File: src/hw/rtl/prr_pkg.sv
`default_nettype none
package prr_pkg;

    localparam int unsigned XLEN       = 64;
    localparam int unsigned INST_W     = 32;
    localparam int unsigned IN_DATA_W  = 488;
    localparam int unsigned IN_USER_W  = 3;
    localparam int unsigned OUT_DATA_W = 200;

    // Status register bit positions.
    localparam int unsigned B_SIE    = 1;
    localparam int unsigned B_MIE    = 3;
    localparam int unsigned B_SPIE   = 5;
    localparam int unsigned B_MPIE   = 7;
    localparam int unsigned B_SPP    = 8;
    localparam int unsigned B_MPP_LO = 11;
    localparam int unsigned B_MPP_HI = 12;
    localparam int unsigned B_MPRV   = 17;
    localparam int unsigned B_TVM    = 20;
    localparam int unsigned B_TW     = 21;

    typedef enum logic [2:0] {
        OP_IRQ_CHECK = 3'd0,
        OP_WFI       = 3'd1,
        OP_SRET      = 3'd2,
        OP_MRET      = 3'd3,
        OP_SFENCE    = 3'd4
    } t_op;

    localparam logic [1:0] MODE_U   = 2'd0;
    localparam logic [1:0] MODE_S   = 2'd1;
    localparam logic [1:0] MODE_RSV = 2'd2;
    localparam logic [1:0] MODE_M   = 2'd3;

    typedef struct packed {
        logic [2:0]        opcode;
        logic [1:0]        priv_mode;
        logic [XLEN-1:0]   status_word;
        logic [XLEN-1:0]   irq_pending;
        logic [XLEN-1:0]   irq_enable;
        logic [XLEN-1:0]   irq_delegate;
        logic [XLEN-1:0]   sup_irq_enable;
        logic [XLEN-1:0]   machine_return_pc;
        logic [XLEN-1:0]   sup_return_pc;
        logic              in_trap;
        logic [INST_W-1:0] instruction_word;
    } t_prr_in;

    typedef struct packed {
        logic [XLEN-1:0] new_status_word;
        logic [1:0]      new_priv_mode;
        logic            redirect;
        logic [XLEN-1:0] new_pc;
        logic            illegal_trap;
        logic [XLEN-1:0] trap_value;
        logic            wait_irq;
        logic            irq_ready;
        logic            flush_translation;
        logic            clear_trap;
    } t_prr_out;

endpackage
`default_nettype wire

File: src/hw/rtl/riscv_privileged_return_unit.sv
`default_nettype none
// A transaction accepted on the slave side is captured in an input register, and its result is
// captured in a result register that drives the master side.
// Throughput: one transaction per cycle; an input register feeds the decode logic and a
// result register drives the master side, each advancing whenever the next stage frees up.
// Reset: synchronous, active low; it empties both stages. The data registers are not reset.
module riscv_privileged_return_unit
    import prr_pkg::*;
(
    input  wire logic                  i_clk,
    input  wire logic                  i_rst_n,
    input  wire logic                  i_s_tvalid,
    output logic                       o_s_tready,
    // From bit 0: priv_mode[1:0], status_word[65:2], irq_pending[129:66],
    // irq_enable[193:130], irq_delegate[257:194], sup_irq_enable[321:258],
    // machine_return_pc[385:322], sup_return_pc[449:386], in_trap[450],
    // instruction_word[482:451], zero pad[487:483].
    input  wire logic [IN_DATA_W-1:0]  i_s_tdata,
    // opcode[2:0].
    input  wire logic [IN_USER_W-1:0]  i_s_tuser,
    output logic                       o_m_tvalid,
    input  wire logic                  i_m_tready,
    // From bit 0: new_status_word[63:0], new_priv_mode[65:64], redirect[66],
    // new_pc[130:67], illegal_trap[131], trap_value[195:132], wait_irq[196],
    // irq_ready[197], flush_translation[198], clear_trap[199].
    output logic [OUT_DATA_W-1:0]      o_m_tdata
);

    logic     r_in_valid;
    t_prr_in  r_in;
    logic     r_out_valid;
    t_prr_out r_out;
    t_prr_in  n_in;
    t_prr_out n_out;
    logic     out_load;
    logic     in_load;

    assign out_load   = r_in_valid && (!r_out_valid || i_m_tready);
    assign o_s_tready = !r_in_valid || out_load;
    assign in_load    = i_s_tvalid && o_s_tready;

    always_comb begin
        n_in.opcode            = i_s_tuser;
        n_in.priv_mode         = i_s_tdata[1:0];
        n_in.status_word       = i_s_tdata[65:2];
        n_in.irq_pending       = i_s_tdata[129:66];
        n_in.irq_enable        = i_s_tdata[193:130];
        n_in.irq_delegate      = i_s_tdata[257:194];
        n_in.sup_irq_enable    = i_s_tdata[321:258];
        n_in.machine_return_pc = i_s_tdata[385:322];
        n_in.sup_return_pc     = i_s_tdata[449:386];
        n_in.in_trap           = i_s_tdata[450];
        n_in.instruction_word  = i_s_tdata[482:451];
    end

    prr_exec u_exec (
        .i_item (r_in),
        .o_res  (n_out)
    );

    always_ff @(posedge i_clk) begin
        if (!i_rst_n) begin
            r_in_valid  <= 1'b0;
            r_out_valid <= 1'b0;
        end else begin
            if (in_load) begin
                r_in_valid <= 1'b1;
            end else if (out_load) begin
                r_in_valid <= 1'b0;
            end
            if (out_load) begin
                r_out_valid <= 1'b1;
            end else if (i_m_tready) begin
                r_out_valid <= 1'b0;
            end
        end
    end

    always_ff @(posedge i_clk) begin
        if (in_load) begin
            r_in <= n_in;
        end
        if (out_load) begin
            r_out <= n_out;
        end
    end

    assign o_m_tvalid = r_out_valid;
    assign o_m_tdata  = {r_out.clear_trap, r_out.flush_translation, r_out.irq_ready,
                         r_out.wait_irq, r_out.trap_value, r_out.illegal_trap,
                         r_out.new_pc, r_out.redirect, r_out.new_priv_mode,
                         r_out.new_status_word};

endmodule
`default_nettype wire

File: src/hw/rtl/prr_irq.sv
`default_nettype none
module prr_irq
    import prr_pkg::*;
(
    input  wire logic [1:0]      i_mode,
    input  wire logic [XLEN-1:0] i_status,
    input  wire logic [XLEN-1:0] i_pending,
    input  wire logic [XLEN-1:0] i_enable,
    input  wire logic [XLEN-1:0] i_delegate,
    input  wire logic [XLEN-1:0] i_sup_enable,
    output logic                 o_ready,
    output logic                 o_any_pending
);

    logic [XLEN-1:0] pend_en;

    assign pend_en       = i_pending & i_enable;
    assign o_any_pending = |pend_en;

    always_comb begin
        case (i_mode)
            MODE_M:  o_ready = i_status[B_MIE] && |(pend_en & ~i_delegate);
            MODE_S:  o_ready = i_status[B_SIE] && |(pend_en & i_delegate & i_sup_enable);
            MODE_U:  o_ready = |pend_en;
            default: o_ready = 1'b0;
        endcase
    end

endmodule
`default_nettype wire

File: src/hw/rtl/prr_exec.sv
`default_nettype none
module prr_exec
    import prr_pkg::*;
(
    input  wire t_prr_in i_item,
    output t_prr_out     o_res
);

    logic       irq_ready;
    logic       any_pending;
    logic [1:0] mpp;
    logic       wfi_bad;
    logic       sfence_bad;

    prr_irq u_irq (
        .i_mode        (i_item.priv_mode),
        .i_status      (i_item.status_word),
        .i_pending     (i_item.irq_pending),
        .i_enable      (i_item.irq_enable),
        .i_delegate    (i_item.irq_delegate),
        .i_sup_enable  (i_item.sup_irq_enable),
        .o_ready       (irq_ready),
        .o_any_pending (any_pending)
    );

    assign mpp        = i_item.status_word[B_MPP_HI:B_MPP_LO];
    assign wfi_bad    = (i_item.priv_mode == MODE_U) ||
                        (i_item.status_word[B_TW] && (i_item.priv_mode != MODE_M));
    assign sfence_bad = (i_item.priv_mode == MODE_U) ||
                        ((i_item.priv_mode == MODE_S) && i_item.status_word[B_TVM]);

    always_comb begin
        o_res                   = '0;
        o_res.new_status_word   = i_item.status_word;
        o_res.new_priv_mode     = i_item.priv_mode;
        o_res.irq_ready         = irq_ready;
        case (t_op'(i_item.opcode))
            OP_IRQ_CHECK: begin
                o_res.irq_ready = irq_ready;
            end
            OP_WFI: begin
                // An illegal WFI inside a trap handler is dropped silently.
                if (wfi_bad) begin
                    o_res.illegal_trap = ~i_item.in_trap;
                end else begin
                    o_res.wait_irq = ~any_pending;
                end
            end
            OP_SRET: begin
                if (i_item.priv_mode == MODE_U) begin
                    o_res.illegal_trap = 1'b1;
                end else begin
                    o_res.new_priv_mode                = {1'b0, i_item.status_word[B_SPP]};
                    o_res.new_status_word[B_SIE]       = i_item.status_word[B_SPIE];
                    o_res.new_status_word[B_SPIE]      = 1'b1;
                    o_res.new_status_word[B_SPP]       = 1'b0;
                    o_res.redirect                     = 1'b1;
                    o_res.new_pc                       = i_item.sup_return_pc;
                    o_res.clear_trap                   = 1'b1;
                end
            end
            OP_MRET: begin
                if (mpp != MODE_M) begin
                    o_res.new_status_word[B_MPRV] = 1'b0;
                end
                o_res.new_status_word[B_MIE]  = i_item.status_word[B_MPIE];
                o_res.new_status_word[B_MPIE] = 1'b1;
                // A reserved previous mode leaves the current mode in place.
                if (mpp != MODE_RSV) begin
                    o_res.new_priv_mode = mpp;
                end
                o_res.new_status_word[B_MPP_HI:B_MPP_LO] = 2'b00;
                o_res.redirect   = 1'b1;
                o_res.new_pc     = i_item.machine_return_pc;
                o_res.clear_trap = 1'b1;
            end
            OP_SFENCE: begin
                if (sfence_bad) begin
                    o_res.illegal_trap = 1'b1;
                    o_res.trap_value   = {{(XLEN-INST_W){1'b0}}, i_item.instruction_word};
                end else begin
                    o_res.flush_translation = 1'b1;
                end
            end
            default: begin
                o_res.irq_ready = irq_ready;
            end
        endcase
    end

endmodule
`default_nettype wire
File: config.mk
export PLATFORM = sky130hd
export DESIGN_NAME = riscv_privileged_return_unit
export DESIGN_NICKNAME = d
export VERILOG_FILES = /design/src/hw/rtl/prr_pkg.sv /design/src/hw/rtl/riscv_privileged_return_unit.sv /design/src/hw/rtl/prr_irq.sv /design/src/hw/rtl/prr_exec.sv
export SDC_FILE = /design/constraint.sdc
export NUM_CORES = 1
export LEC_CHECK = 0
export BUFFER_PORTS_ARGS = -buffer_cell sky130_fd_sc_hd__buf_2
export CAP_MARGIN = 20
export CORE_AREA = 2 2 272 274
export CTS_CLUSTER_SIZE = 25
export DETAILED_ROUTE_END_ITERATION = 6
export DIE_AREA = 0 0 274 276
export SLEW_MARGIN = 20
export SYNTH_ARGS = -nofsm -noshare
export SYNTH_HDL_FRONTEND = slang
export SYNTH_HIERARCHICAL = 1
export SYNTH_SLANG_ARGS = --single-unit
export TNS_END_PERCENT = 20
File: constraint.sdc
create_clock -name i_clk -period 33.4 [get_ports i_clk]
set_clock_uncertainty 0.15 [all_clocks]
set_input_delay 5.01 -clock i_clk [delete_from_list [all_inputs] [get_ports i_clk]]
set_output_delay 5.01 -clock i_clk [all_outputs]
set_load 0.005 [all_outputs]
==> Yosys cells after proc, flatten, opt, wreduce, memory -nomap -nowiden <==
Cells that the tools add are included.
{ "word_totals": {"input_bits": 495, "regBits": 688} }
{ "op_classes": {"n_mux": 24, "n_eq_ne": 9, "n_reduce_logical": 20, "bitwise": 8} }
{ "op_table": {"columns": ["operator", "count"], "rows": [
  ["AND 64 bit", 4],
  ["OR reduction 64 bit", 3],
  ["one-hot mux 67 bit (2 select lines)", 1],
  ["2-to-1 mux 67 bit", 1],
  ["2-to-1 mux 65 bit", 1],
  ["inverter 64 bit", 1],
  ["2-to-1 mux 1 bit", 17],
  ["equality test 3 x 2 -> 1 bit, second input constant", 2],
  ["logical AND 1 bit", 6],
  ["inequality test 2 bit, second input constant", 3],
  ["one-hot mux 1 bit (3 select lines)", 2],
  ["logical OR 1 bit", 4],
  ["nonzero test 2 bit", 2],
  ["equality test 3 x 1 -> 1 bit, second input constant", 1],
  ["equality test 3 bit, second input constant", 1],
  ["inverter 1 bit", 3],
  ["equality test 2 x 1 -> 1 bit, second input constant", 1],
  ["equality test 2 bit, second input constant", 1],
  ["zero test 1 bit", 2],
  ["zero test 2 bit", 1],
  ["2-to-1 mux 2 bit", 1],
  ["one-hot mux 1 bit (2 select lines)", 1],
  ["AND reduction 2 bit", 1],
  ["OR reduction 2 bit", 1]
]} }

==> Depth between registers and ports, before layout <==
Gate-level depths: netlist (run 1).
{ "logic_depth": {"ltp_word": 6, "mapped_depth": 7} }

==> Cells and area by module <==
The synthesis (run 1) kept the hierarchy.
{ "by_module_without_submodules": {"columns": ["module", "area_each_um2", "n_inst", "cells_each"], "rows": [
  ["riscv_privileged_return_unit", 20703.6, 1, 695],
  ["prr_exec", 1780.5, 1, 239],
  ["prr_irq", 1333.8, 1, 227]
]} }

==> Least setup slack after synthesis (run 1) <==
No wires, ideal clock.
{ "synth_path": {"kind": "in2reg", "start": "in i_m_tready", "end": "reg r_in[0] (netlist bit), enable pin", "path_slack_ns": 3.410, "required_time_ns": 31.750, "n_path_buf": 0, "path_stages": 2, "setup_ns": 1.500, "arrival_ns": 28.339, "cell_sequence": "nor2b_4 > a21oi_1"} }
{ "synth_via": {"elab_chain_cells": 4} }
{ "synth_rtl": {"columns": ["element", "line", "rtl"], "rows": [
  ["from (decl)", "riscv_privileged_return_unit.sv:22", "input wire logic i_m_tready,"],
  ["logical OR 1 bit", "riscv_privileged_return_unit.sv:38", "assign out_load = r_in_valid && (!r_out_valid || i_m_tready);"],
  ["logical AND 1 bit", "riscv_privileged_return_unit.sv:38", null],
  ["logical OR 1 bit", "riscv_privileged_return_unit.sv:39", "assign o_s_tready = !r_in_valid || out_load;"],
  ["logical AND 1 bit", "riscv_privileged_return_unit.sv:40", "assign in_load = i_s_tvalid && o_s_tready;"],
  ["named net in_load", "riscv_privileged_return_unit.sv:36", "logic in_load;"],
  ["to (signal assigned)", "riscv_privileged_return_unit.sv:81", "r_in <= n_in;"],
  ["to (decl)", "riscv_privileged_return_unit.sv:30", "t_prr_in r_in;"]
]} }
The timed path passes the listed nets, and every way through them passes these cells.
A chain may end at the register's enable or synchronous reset.

==> Worst setup path after layout (run 1) <==
{ "layout_path": {"start": "in i_m_tready", "end": "out o_s_tready"} }
{ "layout_via": {"elab_chain_cells": 3} }
{ "layout_rtl": {"columns": ["element", "line", "rtl"], "rows": [
  ["logical OR 1 bit", "riscv_privileged_return_unit.sv:38", null],
  ["logical AND 1 bit", "riscv_privileged_return_unit.sv:38", null],
  ["logical OR 1 bit", "riscv_privileged_return_unit.sv:39", null],
  ["to (decl)", "riscv_privileged_return_unit.sv:13", "output logic o_s_tready,"]
]} }
No other way between the ends.

==> impl_results.html, run 1 <==
<table>
<tr><th>Metric</th><th>Value</th></tr>
<tr><th colspan="2">Clock tree</th></tr>
<tr><td>CTS clock-pin slew for the worst setup and hold paths</td><td>0.06 ns</td></tr>
<tr><td>Clock tree root buffer cell</td><td>clkbuf_16</td></tr>
<tr><td>Hold-fix buffers at CTS</td><td>0</td></tr>
<tr><td>Clock tree from TritonCTS</td><td>done</td></tr>
<tr><td>Max Buffers Root-to-Sink</td><td>3</td></tr>
<tr><td>PostCTS Resize Cnt</td><td>0</td></tr>
<tr><td>Clk_lat worst skew</td><td>0.62 ns</td></tr>
<tr><td>Count of H-tree levels built during CTS</td><td>3</td></tr>
<tr><td>Number of buffers created by CTS</td><td>74</td></tr>
<tr><td>Setup Buffers After CTS</td><td>0</td></tr>
<tr><td>Clock sink total</td><td>688</td></tr>
<tr><th colspan="2">Setup path</th></tr>
<tr><td>Worst endpoint data arrival time</td><td>5.41 ns</td></tr>
<tr><td>Sort of element at the end of the critical path</td><td>primary output</td></tr>
<tr><td>Worst Setup Path Type</td><td>input pin to primary output</td></tr>
<tr><td>Worst path required time</td><td>28.24 ns</td></tr>
<tr><td>Maximum fanout along the worst path</td><td>2</td></tr>
<tr><td>Element type at the critical path start</td><td>input pin</td></tr>
<tr><th colspan="2">Drt</th></tr>
<tr><td>Detail-routed via count per cell</td><td>4.58</td></tr>
<tr><td>Drt first pass iters</td><td>5</td></tr>
<tr><td>Drt wl/cell</td><td>22.9 µm</td></tr>
<tr><td>Number of design-rule violations left by the first detailed-router iteration</td><td>941</td></tr>
<tr><td>Vias after detailed routing</td><td>13200</td></tr>
<tr><td>Antenna Violating Nets Remaining</td><td>0</td></tr>
<tr><td>Routed wire length</td><td>66100 µm</td></tr>
<tr><td>Number of remaining DRC errors</td><td>0</td></tr>
<tr><th colspan="2">Floorplanning</th></tr>
<tr><td>Core Footprint</td><td>0.0726 mm²</td></tr>
<tr><td>Horiz. Die Dim</td><td>274 µm</td></tr>
<tr><td>Starting Density</td><td>0.328</td></tr>
<tr><td>Height of the chip</td><td>276 µm</td></tr>
<tr><td>Total I/O pin count</td><td>697</td></tr>
<tr><td>FP Rows</td><td>99</td></tr>
<tr><td>Overall die area</td><td>0.0756 mm²</td></tr>
<tr><th colspan="2">Timing</th></tr>
<tr><td>Timing-limited maximum frequency</td><td>94.6 MHz</td></tr>
<tr><td>Final number of max-transition violations</td><td>0</td></tr>
<tr><td>Sum Neg Setup Slack</td><td>0 ns</td></tr>
<tr><td>RSZ-0062 raised after global routing</td><td>false</td></tr>
<tr><td>Share of the clock period used by the worst path after layout</td><td>0.317</td></tr>
<tr><td>Time the final worst path needs with I/O delays and setup</td><td>10.57 ns</td></tr>
<tr><td>Worst hold-check slack</td><td>0.240 ns</td></tr>
<tr><td>Least-Margin Pin Slew</td><td>1.10 ns</td></tr>
<tr><td>Max-slew headroom at the worst pin</td><td>0.268</td></tr>
<tr><td>Hold violation total from the final report</td><td>0</td></tr>
<tr><td>Count of endpoints failing setup in the final report</td><td>0</td></tr>
<tr><th colspan="2">Min path</th></tr>
<tr><td>HP Class</td><td>flop to flop</td></tr>
<tr><th colspan="2">Global routing</th></tr>
<tr><td>Wire length of the first global-routing pass</td><td>92200 µm</td></tr>
<tr><td>Remaining global-route overflow</td><td>0</td></tr>
<tr><td>Pin count of the biggest net entering global routing</td><td>84</td></tr>
<tr><td>Via count of the first global-routing pass</td><td>13800</td></tr>
<tr><td>Number of antenna violations at the first check in global routing</td><td>17</td></tr>
<tr><td>All-layer global routing usage</td><td>0.171</td></tr>
<tr><th colspan="2">Synthesis</th></tr>
<tr><td>Count of cell types in the netlist</td><td>47</td></tr>
<tr><td>Synth area leader</td><td>edfxtp_1</td></tr>
<tr><td>Most area-consuming cells after synthesis</td><td>edfxtp_1 (86%), buf_4 (2.9%), nand4_1 (2.5%)</td></tr>
<tr><td>Avg Inst Size Synth</td><td>20.5 µm²</td></tr>
<tr><td>Register bit count reported by yosys</td><td>688</td></tr>
<tr><td>Fraction of the yosys area taken by sequential cells</td><td>0.867</td></tr>
<tr><td>Count of mapped cells out of synthesis</td><td>1161</td></tr>
<tr><td>Area fraction of the dominant cell type after synthesis</td><td>0.865</td></tr>
<tr><td>Share of flip-flops with an asynchronous set or reset</td><td>0</td></tr>
<tr><td>Warnings, synthesis</td><td>6</td></tr>
<tr><td>Top_reg_cell synth</td><td>edfxtp_1</td></tr>
<tr><td>Total standard cell area after synthesis</td><td>0.0238 mm²</td></tr>
<tr><td>Post-synth EDFFs</td><td>686</td></tr>
<tr><th colspan="2">Pwr</th></tr>
<tr><td>Max IR drop VDD</td><td>48.1 µV</td></tr>
<tr><td>Static Leakage</td><td>0.0115 µW</td></tr>
<tr><td>Power per cell area</td><td>63.5 mW/mm²</td></tr>
<tr><th colspan="2">Placed design</th></tr>
<tr><td>DP Wirelength</td><td>50300 µm</td></tr>
<tr><td>Count of buffers inserted at the top-level ports</td><td>691</td></tr>
<tr><td>Routability congestion estimate from global placement</td><td>0.849</td></tr>
<tr><th colspan="2">Layout</th></tr>
<tr><td>Number of nets in the finished design</td><td>2360</td></tr>
<tr><td>Share of the core filled with cells</td><td>0.418</td></tr>
<tr><td>Area Overhead vs Synth</td><td>27.5%</td></tr>
<tr><td>Filler cell count in the final layout</td><td>6544</td></tr>
<tr><td>Layout cells sized above 1</td><td>0.428</td></tr>
<tr><th colspan="2">Job</th></tr>
<tr><td>Number of maximum-capacitance constraint violations</td><td>0</td></tr>
<tr><th colspan="2">Status</th></tr>
<tr><td>Outcome</td><td>completed</td></tr>
</table>
-- logic make-up after synthesis --
kind of cell,share of synthesized area
muxes,0.000946
DFF,0.867
and+or+nand+nor,0.0568
AOI/OAI and AO/OA,0.0418
other,0.000157
adders and majority gates,0.000420
buffers and inverters,0.0333
-- critical path, cell delays in order --
cell,delay (ns)
buf_2,0.12
nand3b_4,0.15
buf_2,0.13
-- cells in the mapped netlist (2+ instances only) --
cell and number:
o22a_1 5, nand4_1 96, nand3_1 2, nand2_1 59, nor2b_1 6, nor2_1 5
or2_2 2, nand3b_1 6, o2111ai_1 2, o21a_1 2, nor3_1 3, nor4_1 9
clkbuf_1 2, and2_1 32, buf_2 7, a22oi_1 17, buf_4 93, edfxtp_1 686
a21oi_1 4, clkbuf_2 3, dfxtp_1 2, buf_6 2, inv_1 3, o22ai_1 25
a22o_1 64, o21ai_0 2, mux2_2 2
-- path summary, 6_finish.rpt --
check                        to  startpoint  slack (ns)  cells past startpoint
hold / removal    o_m_tdata[34]   r_in[451]        0.24                      0
setup / recovery     o_s_tready  i_m_tready       22.83                      3
setup reg to reg       r_in[79]  o_m_tvalid       29.41                      5
hold reg to reg   o_m_tdata[34]   r_in[451]        0.24                      0
-- layer usage --
| layer | part of all wire | vias to the layer above | global-route usage |
|---|---|---|---|
| li1 | - | 6018 | - |
| met1 | 0.35 | 6439 | 0.183 |
| met4 | 0.033 | 18 | 0.0670 |
| met3 | 0.092 | 116 | 0.0550 |
| met2 | 0.53 | 632 | 0.310 |
| met5 | 0.0017 | - | 0 |
-- state kept, by name, summed over array words and instances (netlist names) --
name / cells
o_m_tvalid: 1
r_in_valid: 1
o_m_tdata: 200
r_in: 486
-- cell usage in the layout (no fill, tap or decap), types with 8 or more instances in the layout --
| master | n |
|---|---|
| buf_2 | 691 |
| nor4_1 | 9 |
| conb_1 | 32 |
| and2_1 | 32 |
| clkbuf_16 | 75 |
| a22oi_1 | 17 |
| diode_2 | 10 |
| nand2_1 | 59 |
| clkbuf_1 | 20 |
| clkinv_1 | 8 |
| buf_4 | 13 |
| o22ai_1 | 25 |
| nand4_1 | 96 |
| a22o_1 | 64 |
| edfxtp_1 | 686 |
-- cell type report --
type	instances	area, µm²	share of cell area
antenna	10	25.0	0.000824
multi-input combinational	393	2530	0.0834
inverter	4	15.0	0.000495
timing repair buffer	704	3560	0.117
clock inverter	34	443	0.0146
sequential	688	20600	0.680
clock buffer	95	1950	0.0643
tap	959	1200	0.0395
-- stage by stage --
| step | power, µW | setup WS (ns) | instance area, µm² | cells |
|---|---|---|---|---|
| detailed placement | 1140 | 22.82 | 27900 | 2748 |
| floorplan | 1110 | 3.41 | 23900 | 1192 |
| global placement | 1140 | 22.83 | 27900 | 2748 |
| global route | 2000 | 22.81 | 30300 | 2879 |
| finish | 1930 | 22.83 | 30400 | 2887 |
| CTS | 1950 | 22.82 | 30300 | 2877 |
-- power breakdown --
group	total, µW	internal, µW	switching, µW	leakage, µW
Clock	809	472	337	0.00115
Combinational	93.5	38.5	55.0	0.00372
Sequential	1030	1010	19.8	0.00662
Power figures use the tool's default switching activity.
==> run 2: changes to the inputs <==
--- a/config.mk
+++ b/config.mk
@@ -5,12 +5,13 @@
 export SDC_FILE = /design/constraint.sdc
 export NUM_CORES = 1
 export LEC_CHECK = 0
+export ABC_AREA = 1
 export BUFFER_PORTS_ARGS = -buffer_cell sky130_fd_sc_hd__buf_2
 export CAP_MARGIN = 20
-export CORE_AREA = 2 2 272 274
+export CORE_AREA = 2 2 268 270
 export CTS_CLUSTER_SIZE = 25
 export DETAILED_ROUTE_END_ITERATION = 6
-export DIE_AREA = 0 0 274 276
+export DIE_AREA = 0 0 270 272
 export SLEW_MARGIN = 20
 export SYNTH_ARGS = -nofsm -noshare
 export SYNTH_HDL_FRONTEND = slang
==> constraint.sdc (replaced) <==
create_clock -name i_clk -period 8.5 [get_ports i_clk]
set_clock_uncertainty 0.15 [all_clocks]
set_input_delay 1.275 -clock i_clk [delete_from_list [all_inputs] [get_ports i_clk]]
set_output_delay 1.275 -clock i_clk [all_outputs]
set_load 0.005 [all_outputs]
==> run 2 against run 1 <==
Non-clock buffer count down 2. Via count up 6.9%. Worst setup slack worse by 18 ns. Clock-buffer cell count up 4. Routed wire length down 9.0%. Register-to-register slack worse by 24 ns. Flip-flop and latch count unchanged. Sequential share of layout area down 1.3 points. Design area up 1.9%. Sequential power rose to 3.9 times the previous value. Global-route usage down 1.1 points. Synthesized cell count up 34%.
==> impl_results.html, run 2 <==
<table>
<tr><th>Metric</th><th>Value</th></tr>
<tr><th colspan="2">Global routing</th></tr>
<tr><td>Met1 track demand over resource in global routing</td><td>0.174 (-0.00828)</td></tr>
<tr><td>Number of antenna violations at the first check in global routing</td><td>23 (+6)</td></tr>
<tr><td>Via count of the first global-routing pass</td><td>14600 (+6.1%)</td></tr>
<tr><td>Remaining global-route overflow</td><td>0 (unchanged)</td></tr>
<tr><td>Pin count of the biggest net entering global routing</td><td>160 (+90%)</td></tr>
<tr><td>GRT met2 Usage</td><td>0.290 (-0.0198)</td></tr>
<tr><td>GR met3 Demand/Resource</td><td>0.0537 (-0.00129)</td></tr>
<tr><td>Most used routing layer in global routing</td><td>met2</td></tr>
<tr><td>All-layer global routing usage</td><td>0.159 (-0.0114)</td></tr>
<tr><td>Wire length of the first global-routing pass</td><td>87400 µm (-5.2%)</td></tr>
<tr><th colspan="2">Pwr</th></tr>
<tr><td>Static Leakage</td><td>0.0126 µW (+9.7%)</td></tr>
<tr><td>Max IR drop VDD</td><td>164 µV (+240%)</td></tr>
<tr><td>Power per cell area</td><td>242 mW/mm² (+280%)</td></tr>
<tr><th colspan="2">Drt</th></tr>
<tr><td>Detail-routed via count per cell</td><td>4.32 (-5.8%)</td></tr>
<tr><td>Number of remaining DRC errors</td><td>0 (unchanged)</td></tr>
<tr><td>Antenna Violating Nets Remaining</td><td>0 (unchanged)</td></tr>
<tr><td>Routed wire length</td><td>60200 µm (-9.0%)</td></tr>
<tr><td>Number of design-rule violations left by the first detailed-router iteration</td><td>833 (-11%)</td></tr>
<tr><td>Drt wl/cell</td><td>18.4 µm (-20%)</td></tr>
<tr><td>Vias after detailed routing</td><td>14100 (+6.9%)</td></tr>
<tr><td>Drt first pass iters</td><td>5 (unchanged)</td></tr>
<tr><th colspan="2">Timing</th></tr>
<tr><td>Max-slew headroom at the worst pin</td><td>0.287 (+0.0196)</td></tr>
<tr><td>Hold violation total from the final report</td><td>0 (unchanged)</td></tr>
<tr><td>Timing-limited maximum frequency</td><td>310 MHz</td></tr>
<tr><td>Count of endpoints failing setup in the final report</td><td>0 (unchanged)</td></tr>
<tr><td>Time the final worst path needs with I/O delays and setup</td><td>3.23 ns</td></tr>
<tr><td>Final number of max-transition violations</td><td>0 (unchanged)</td></tr>
<tr><td>Least-Margin Pin Slew</td><td>1.07 ns (-0.0294 ns)</td></tr>
<tr><td>RSZ-0062 raised after global routing</td><td>false</td></tr>
<tr><td>Share of the clock period used by the worst path after layout</td><td>0.380</td></tr>
<tr><th colspan="2">Placed design</th></tr>
<tr><td>Routability congestion estimate from global placement</td><td>0.871 (+2.5%)</td></tr>
<tr><td>Count of buffers inserted at the top-level ports</td><td>691 (unchanged)</td></tr>
<tr><td>Placed cell count</td><td>3131 (+14%)</td></tr>
<tr><td>Dpl cell area</td><td>0.0285 mm² (+2.1%)</td></tr>
<tr><td>DP Wirelength</td><td>43700 µm (-13%)</td></tr>
<tr><th colspan="2">Setup path</th></tr>
<tr><td>Critical path launch point</td><td>i_m_tready</td></tr>
<tr><td>CP Buf/Inv Count</td><td>4 (+2)</td></tr>
<tr><td>R2R Setup Slk</td><td>5.72 ns (-23.69 ns)</td></tr>
<tr><td>Path depth of the worst reg2reg path</td><td>4 (-1)</td></tr>
<tr><td>Cells along the critical path</td><td>buf_2 -&gt; inv_1 -&gt; nand3_2 -&gt; nand2_1 -&gt; inv_8 -&gt; buf_4</td></tr>
<tr><td>Worst r2r dst</td><td>r_in[156]</td></tr>
<tr><td>Maximum fanout along the worst path</td><td>106 (+104)</td></tr>
<tr><td>Element type at the critical path start</td><td>input pin</td></tr>
<tr><td>Top Family by Delay on Critical Path</td><td>buffers and inverters</td></tr>
<tr><td>Delay of the slowest cell on the worst path</td><td>0.90 ns (+0.75 ns)</td></tr>
<tr><td>Worst endpoint data arrival time</td><td>3.28 ns (-2.13 ns)</td></tr>
<tr><td>Startpoint of the worst-slack reg-to-reg timing path</td><td>o_m_tvalid</td></tr>
<tr><td>Sort of element at the end of the critical path</td><td>flop</td></tr>
<tr><td>CP endpoint</td><td>r_in[156]</td></tr>
<tr><td>WP depth</td><td>6 (+3)</td></tr>
<tr><td>Slowest library cell on the worst path</td><td>buf_4</td></tr>
<tr><td>Worst Setup Path Type</td><td>input pin to flop</td></tr>
<tr><td>Worst path required time</td><td>8.55 ns (-19.69 ns)</td></tr>
<tr><th colspan="2">Clock tree</th></tr>
<tr><td>Setup Buffers After CTS</td><td>0 (unchanged)</td></tr>
<tr><td>Clock tree root buffer cell</td><td>clkbuf_16</td></tr>
<tr><td>Max Buffers Root-to-Sink</td><td>3 (unchanged)</td></tr>
<tr><td>CTS clock-pin slew for the worst setup and hold paths</td><td>0.06 ns (about the same)</td></tr>
<tr><td>PostCTS Resize Cnt</td><td>0 (unchanged)</td></tr>
<tr><td>Count of H-tree levels built during CTS</td><td>3 (unchanged)</td></tr>
<tr><td>Hold-fix buffers at CTS</td><td>0 (unchanged)</td></tr>
<tr><td>Clk_lat worst skew</td><td>0.61 ns (about the same)</td></tr>
<tr><td>Clock sink total</td><td>688 (unchanged)</td></tr>
<tr><td>Number of buffers created by CTS</td><td>74 (unchanged)</td></tr>
<tr><td>Clock tree from TritonCTS</td><td>done</td></tr>
<tr><th colspan="2">Floorplanning</th></tr>
<tr><td>Total I/O pin count</td><td>697 (unchanged)</td></tr>
<tr><td>Overall die area</td><td>0.0734 mm² (-2.9%)</td></tr>
<tr><td>FP Rows</td><td>98 (-1.0%)</td></tr>
<tr><td>Horiz. Die Dim</td><td>270 µm (-1.5%)</td></tr>
<tr><td>Starting Density</td><td>0.345 (+0.0172)</td></tr>
<tr><td>Height of the chip</td><td>272 µm (-1.4%)</td></tr>
<tr><td>Core Footprint</td><td>0.0708 mm² (-2.5%)</td></tr>
<tr><th colspan="2">Synthesis</th></tr>
<tr><td>Most instantiated cells after synthesis</td><td>edfxtp_1 (686), nand2_1 (423), nor2_1 (231)</td></tr>
<tr><td>Most area-consuming cells after synthesis</td><td>edfxtp_1 (84%), nand2_1 (6.5%), nor2_1 (3.5%)</td></tr>
<tr><td>Fraction of the yosys area taken by sequential cells</td><td>0.845 (-0.0217)</td></tr>
<tr><td>Area fraction of the dominant cell type after synthesis</td><td>0.843 (-0.0217)</td></tr>
<tr><td>Post-synth EDFFs</td><td>686 (unchanged)</td></tr>
<tr><td>Share of flip-flops with an asynchronous set or reset</td><td>0 (unchanged)</td></tr>
<tr><td>Count of cell types in the netlist</td><td>26 (-45%)</td></tr>
<tr><td>Total standard cell area after synthesis</td><td>0.0244 mm² (+2.6%)</td></tr>
<tr><td>Top_reg_cell synth</td><td>edfxtp_1</td></tr>
<tr><td>Avg Inst Size Synth</td><td>15.7 µm² (-24%)</td></tr>
<tr><td>Cell with the most instances after synthesis</td><td>edfxtp_1</td></tr>
<tr><td>Register bit count reported by yosys</td><td>688 (unchanged)</td></tr>
<tr><td>Warnings, synthesis</td><td>6 (unchanged)</td></tr>
<tr><td>Synth area leader</td><td>edfxtp_1</td></tr>
<tr><td>Count of mapped cells out of synthesis</td><td>1559 (+34%)</td></tr>
<tr><th colspan="2">Layout</th></tr>
<tr><td>Commonest cells after routing, fill and taps aside</td><td>buf_2 (691), edfxtp_1 (686), nand2_1 (423), nor2_1 (231), clkbuf_16 (76)</td></tr>
<tr><td>Area Overhead vs Synth</td><td>26.7%</td></tr>
<tr><td>Commonest non-fill, non-tap cell in the layout</td><td>buf_2</td></tr>
<tr><td>Final Instance Area</td><td>0.0310 mm² (+1.9%)</td></tr>
<tr><td>Non-Filler Instances</td><td>3276 (+13%)</td></tr>
<tr><td>Biggest register</td><td>r_in</td></tr>
<tr><td>Number of nets in the finished design</td><td>2753 (+17%)</td></tr>
<tr><td>Number of flip-flops in the largest register</td><td>486 (unchanged)</td></tr>
<tr><td>Layout cells sized above 1</td><td>0.354 (-0.0744)</td></tr>
<tr><th colspan="2">Job</th></tr>
<tr><td>Number of maximum-capacitance constraint violations</td><td>0 (unchanged)</td></tr>
<tr><th colspan="2">Min path</th></tr>
<tr><td>HP Class</td><td>flop to flop</td></tr>
<tr><th colspan="2">Status</th></tr>
<tr><td>Outcome</td><td>completed</td></tr>
</table>
-- run 2: metal layers --
layer	up-vias	wire, µm
met2	531	31700
met3	121	4660
li1	6752	-
met4	26	1600
met5	-	164
met1	6711	22100
-- run 2: how the worst min path moves through the flow --
stage                    start            end  slack (ns)  depth (start not counted)
floorplan           r_in_valid     o_m_tvalid        0.33                          2
global placement     r_in[447]  o_m_tdata[30]        0.25                          0
detailed placement   r_in[448]  o_m_tdata[31]        0.25                          0
CTS                  r_in[442]  o_m_tdata[25]        0.25                          0
global route         r_in[442]  o_m_tdata[25]        0.27                          0
finish               r_in[447]  o_m_tdata[30]        0.26                          0
-- run 2: final cells by class --
class	count	area, µm²
Timing Repair Buffer	702	3590
Tap cell	950	1190
Antenna cell	10	25.0
Clock buffer	99	1990
Fill cell	6421	39800
Multi-Input combinational cell	756	3000
Clock inverter	35	384
Sequential cell	688	20600
Inverter	36	143
-- run 2: worst reg2reg max path, cell delays in order, from the launching register on --
cell     delay, ns
dfxtp_1       0.37
nand3_2       0.12
nand2_1       0.13
inv_8         0.54
buf_4         0.99
-- run 2: kinds of logic after synthesis --
| logic type | share of synthesized area |
|---|---|
| AOI/OAI and AO/OA | 0.00246 |
| buffers and inverters | 0.0379 |
| other | 0.000153 |
| DFF | 0.845 |
| and+or+nand+nor | 0.115 |
-- run 2: power breakdown --
| group | internal (µW) | total (µW) | switching [µW] |
|---|---|---|---|
| Sequential | 3950 | 4010 | 58.1 |
| Clock | 1820 | 3120 | 1310 |
| Combinational | 146 | 371 | 225 |
| Total | 5910 | 7500 | 1590 |
-- run 2: per-stage QoR --
step            util  worst slack (ns)  hold WS, ns  power, µW  TNS (ns)
5_1_grt        0.437              5.15        0.265       7780         0
3_5_place_dp   0.403              4.69        0.255       4460         0
6_report       0.437              5.27        0.258       7500         0
3_3_place_gp   0.403              4.75        0.250       4440         0
2_1_floorplan      -             -3.28        0.329       4300  -1596.50
4_1_cts        0.437              5.31        0.255       7610         0
==> run 3: changes to the inputs <==
==> constraint.sdc (replaced) <==
create_clock -name i_clk -period 2.7 [get_ports i_clk]
set_clock_uncertainty 0.15 [all_clocks]
set_input_delay 0.405 -clock i_clk [delete_from_list [all_inputs] [get_ports i_clk]]
set_output_delay 0.405 -clock i_clk [all_outputs]
set_load 0.005 [all_outputs]
==> run 3 against run 2 <==
Die area stayed put. Hold slack worse by 0.0078 ns. Worst setup slack got worse by 4.9 ns. Flip-flop and latch count unchanged. Design area up 17%. Critical path depth shrank 3. Clock power rose to 3.3 times the previous value. Critical path type is now flop to flop.
==> impl_results.html, run 3 (synthesis gave the netlist of run 2 again) <==
<table>
<tr><th>Metric</th><th>Value</th></tr>
<tr><th colspan="2">Setup path</th></tr>
<tr><td>Worst Setup Path Type</td><td>flop to flop</td></tr>
<tr><td>Top Family by Delay on Critical Path</td><td>buffers and inverters</td></tr>
<tr><td>Worst endpoint data arrival time</td><td>2.61 ns (-0.67 ns)</td></tr>
<tr><td>Sort of element at the end of the critical path</td><td>flop</td></tr>
<tr><td>Maximum fanout along the worst path</td><td>33 (-69%)</td></tr>
<tr><td>Slowest library cell on the worst path</td><td>clkinv_1</td></tr>
<tr><td>Delay of the slowest cell on the worst path</td><td>0.85 ns (-0.05 ns)</td></tr>
<tr><td>Element type at the critical path start</td><td>flop</td></tr>
<tr><td>Worst path required time</td><td>2.94 ns (-5.61 ns)</td></tr>
<tr><td>Cells along the critical path</td><td>nor3_1 -&gt; clkinv_1 -&gt; nor2_1</td></tr>
<tr><td>CP Buf/Inv Count</td><td>1 (-3)</td></tr>
<tr><th colspan="2">Layout</th></tr>
<tr><td>Share of the core filled with cells</td><td>0.513 (+0.0752)</td></tr>
<tr><td>Number of nets in the finished design</td><td>3265 (+19%)</td></tr>
<tr><td>Area Overhead vs Synth</td><td>48.5%</td></tr>
<tr><td>Biggest register</td><td>r_in</td></tr>
<tr><td>Number of flip-flops in the largest register</td><td>486 (unchanged)</td></tr>
<tr><td>Commonest non-fill, non-tap cell in the layout</td><td>buf_2</td></tr>
<tr><td>Non-Filler Instances</td><td>3784 (+16%)</td></tr>
<tr><td>Filler cell count in the final layout</td><td>5733 (-11%)</td></tr>
<tr><td>Commonest cells after routing, fill and taps aside</td><td>buf_2 (691), edfxtp_1 (686), dlygate4sd3_1 (489), nand2_1 (422), nor2_1 (231)</td></tr>
<tr><td>Layout cells sized above 1</td><td>0.302 (-0.0513)</td></tr>
<tr><th colspan="2">Timing</th></tr>
<tr><td>Share of the clock period used by the worst path after layout</td><td>0.879</td></tr>
<tr><td>Sum Neg Setup Slack</td><td>0 ns (unchanged)</td></tr>
<tr><td>Count of endpoints failing setup in the final report</td><td>0 (unchanged)</td></tr>
<tr><td>Least-Margin Pin Slew</td><td>1.02 ns (-0.0462 ns)</td></tr>
<tr><td>Timing-limited maximum frequency</td><td>421 MHz</td></tr>
<tr><td>Final number of max-transition violations</td><td>0 (unchanged)</td></tr>
<tr><td>Hold violation total from the final report</td><td>0 (unchanged)</td></tr>
<tr><td>Max-slew headroom at the worst pin</td><td>0.314 (+0.0266)</td></tr>
<tr><td>Worst hold-check slack</td><td>0.250 ns (-0.00783 ns)</td></tr>
<tr><td>RSZ-0062 raised after global routing</td><td>false</td></tr>
<tr><td>Time the final worst path needs with I/O delays and setup</td><td>2.37 ns</td></tr>
<tr><th colspan="2">Global routing</th></tr>
<tr><td>Remaining global-route overflow</td><td>0 (unchanged)</td></tr>
<tr><td>Number of antenna violations at the first check in global routing</td><td>10 (-57%)</td></tr>
<tr><td>Pin count of the biggest net entering global routing</td><td>82 (-49%)</td></tr>
<tr><td>Wire length of the first global-routing pass</td><td>103000 µm (+18%)</td></tr>
<tr><td>All-layer global routing usage</td><td>0.184 (+0.0249)</td></tr>
<tr><td>Via count of the first global-routing pass</td><td>18000 (+23%)</td></tr>
<tr><th colspan="2">Pwr</th></tr>
<tr><td>Static Leakage</td><td>0.0149 µW (+18%)</td></tr>
<tr><td>Power per cell area</td><td>681 mW/mm² (+180%)</td></tr>
<tr><td>Max IR drop VDD</td><td>566 µV (+240%)</td></tr>
<tr><td>Total design power</td><td>24700 µW (+230%)</td></tr>
<tr><th colspan="2">Clock tree</th></tr>
<tr><td>Setup Buffers After CTS</td><td>0 (unchanged)</td></tr>
<tr><td>Hold-fix buffers at CTS</td><td>489 (+489)</td></tr>
<tr><td>Clock tree from TritonCTS</td><td>done</td></tr>
<tr><td>Clk_lat worst skew</td><td>0.60 ns (about the same)</td></tr>
<tr><td>Clock tree root buffer cell</td><td>clkbuf_16</td></tr>
<tr><td>Number of buffers created by CTS</td><td>75 (+1.4%)</td></tr>
<tr><td>Max Buffers Root-to-Sink</td><td>3 (unchanged)</td></tr>
<tr><td>PostCTS Resize Cnt</td><td>0 (unchanged)</td></tr>
<tr><td>CTS clock-pin slew for the worst setup and hold paths</td><td>0.06 ns (about the same)</td></tr>
<tr><td>Clock sink total</td><td>688 (unchanged)</td></tr>
<tr><td>Count of H-tree levels built during CTS</td><td>3 (unchanged)</td></tr>
<tr><th colspan="2">Floorplanning</th></tr>
<tr><td>FP Rows</td><td>98 (unchanged)</td></tr>
<tr><td>Height of the chip</td><td>272 µm (unchanged)</td></tr>
<tr><td>Overall die area</td><td>0.0734 mm² (unchanged)</td></tr>
<tr><td>Horiz. Die Dim</td><td>270 µm (unchanged)</td></tr>
<tr><td>Total I/O pin count</td><td>697 (unchanged)</td></tr>
<tr><td>Core Footprint</td><td>0.0708 mm² (unchanged)</td></tr>
<tr><td>Starting Density</td><td>0.345 (unchanged)</td></tr>
<tr><th colspan="2">Drt</th></tr>
<tr><td>Drt first pass iters</td><td>5 (unchanged)</td></tr>
<tr><td>Detail-routed via count per cell</td><td>4.42 (+2.3%)</td></tr>
<tr><td>Drt wl/cell</td><td>18.3 µm (-0.34%)</td></tr>
<tr><td>Number of design-rule violations left by the first detailed-router iteration</td><td>1058 (+27%)</td></tr>
<tr><td>Vias after detailed routing</td><td>16700 (+18%)</td></tr>
<tr><td>Routed wire length</td><td>69300 µm (+15%)</td></tr>
<tr><td>Antenna Violating Nets Remaining</td><td>0 (unchanged)</td></tr>
<tr><td>Number of remaining DRC errors</td><td>0 (unchanged)</td></tr>
<tr><th colspan="2">Min path</th></tr>
<tr><td>HP Class</td><td>flop to flop</td></tr>
<tr><th colspan="2">Placed design</th></tr>
<tr><td>Routability congestion estimate from global placement</td><td>0.873 (+0.29%)</td></tr>
<tr><td>Count of buffers inserted at the top-level ports</td><td>691 (unchanged)</td></tr>
<tr><td>DP Wirelength</td><td>46100 µm (+5.5%)</td></tr>
<tr><td>Placed cell count</td><td>3154 (+0.73%)</td></tr>
<tr><th colspan="2">Status</th></tr>
<tr><td>Outcome</td><td>completed</td></tr>
<tr><th colspan="2">Job</th></tr>
<tr><td>Number of maximum-capacitance constraint violations</td><td>0 (unchanged)</td></tr>
</table>
-- run 3: cell count changes in the layout (fill, tap and decap cells not counted), moves of 2 or more --
cell / change
inv_1: -2
diode_2: -4
dlygate4sd3_1: +489
clkinv_8: +2
buf_4: +10
bufinv_16: +4
clkinv_1: +3
clkinvlp_4: +2
buf_12: +13
clkbuf_1: -12
clkinv_2: +6
-- run 3: path summary, 6_finish.rpt --
path	startpoint	endpoint	slack, ns	cells after the start
min	r_in[444]	o_m_tdata[27]	0.25	0
max	r_in[483]	o_m_tdata[154]	0.33	3
min reg2reg	r_in[444]	o_m_tdata[27]	0.25	0
max reg2reg	r_in[483]	o_m_tdata[154]	0.33	3
-- run 3: cell type report --
class	instances	area, µm²	share of cell area
clock buffers	87	1940	0.0536
well taps	950	1190	0.0328
flip-flops and latches	688	20600	0.569
inverters	36	155	0.00428
repair buffers	1213	8800	0.243
clock inverters	48	520	0.0143
multi-input cells	756	3010	0.0829
diodes	6	15.0	0.000414
-- run 3: metal layers --
metal	global-route usage	vias up	routed length (µm)
met3	0.0488	180	4950
met5	0	-	26
met1	0.206	7989	25200
met2	0.327	768	35800
li1	-	7775	-
met4	0.0892	4	3330
-- run 3: metrics by stage --
| stage | setup slack [ns] | cell area [µm²] |
|---|---|---|
| after floorplan | -5.75 | 24600 |
| after global placement | 0.503 | 28900 |
| after detailed placement | 0.492 | 28900 |
| after CTS | 0.459 | 36300 |
| after global routing | 0.126 | 36300 |
| final | 0.327 | 36300 |
-- run 3: report_power, final --
part / switching, µW / leakage (µW) / total [µW] / internal (µW)
Sequential: 210 / 0.00671 / 12600 / 12400
Clock: 4170 / 0.00121 / 10200 / 6060
Combinational: 883 / 0.00695 / 1860 / 974
Total: 5270 / 0.0149 / 24700 / 19500
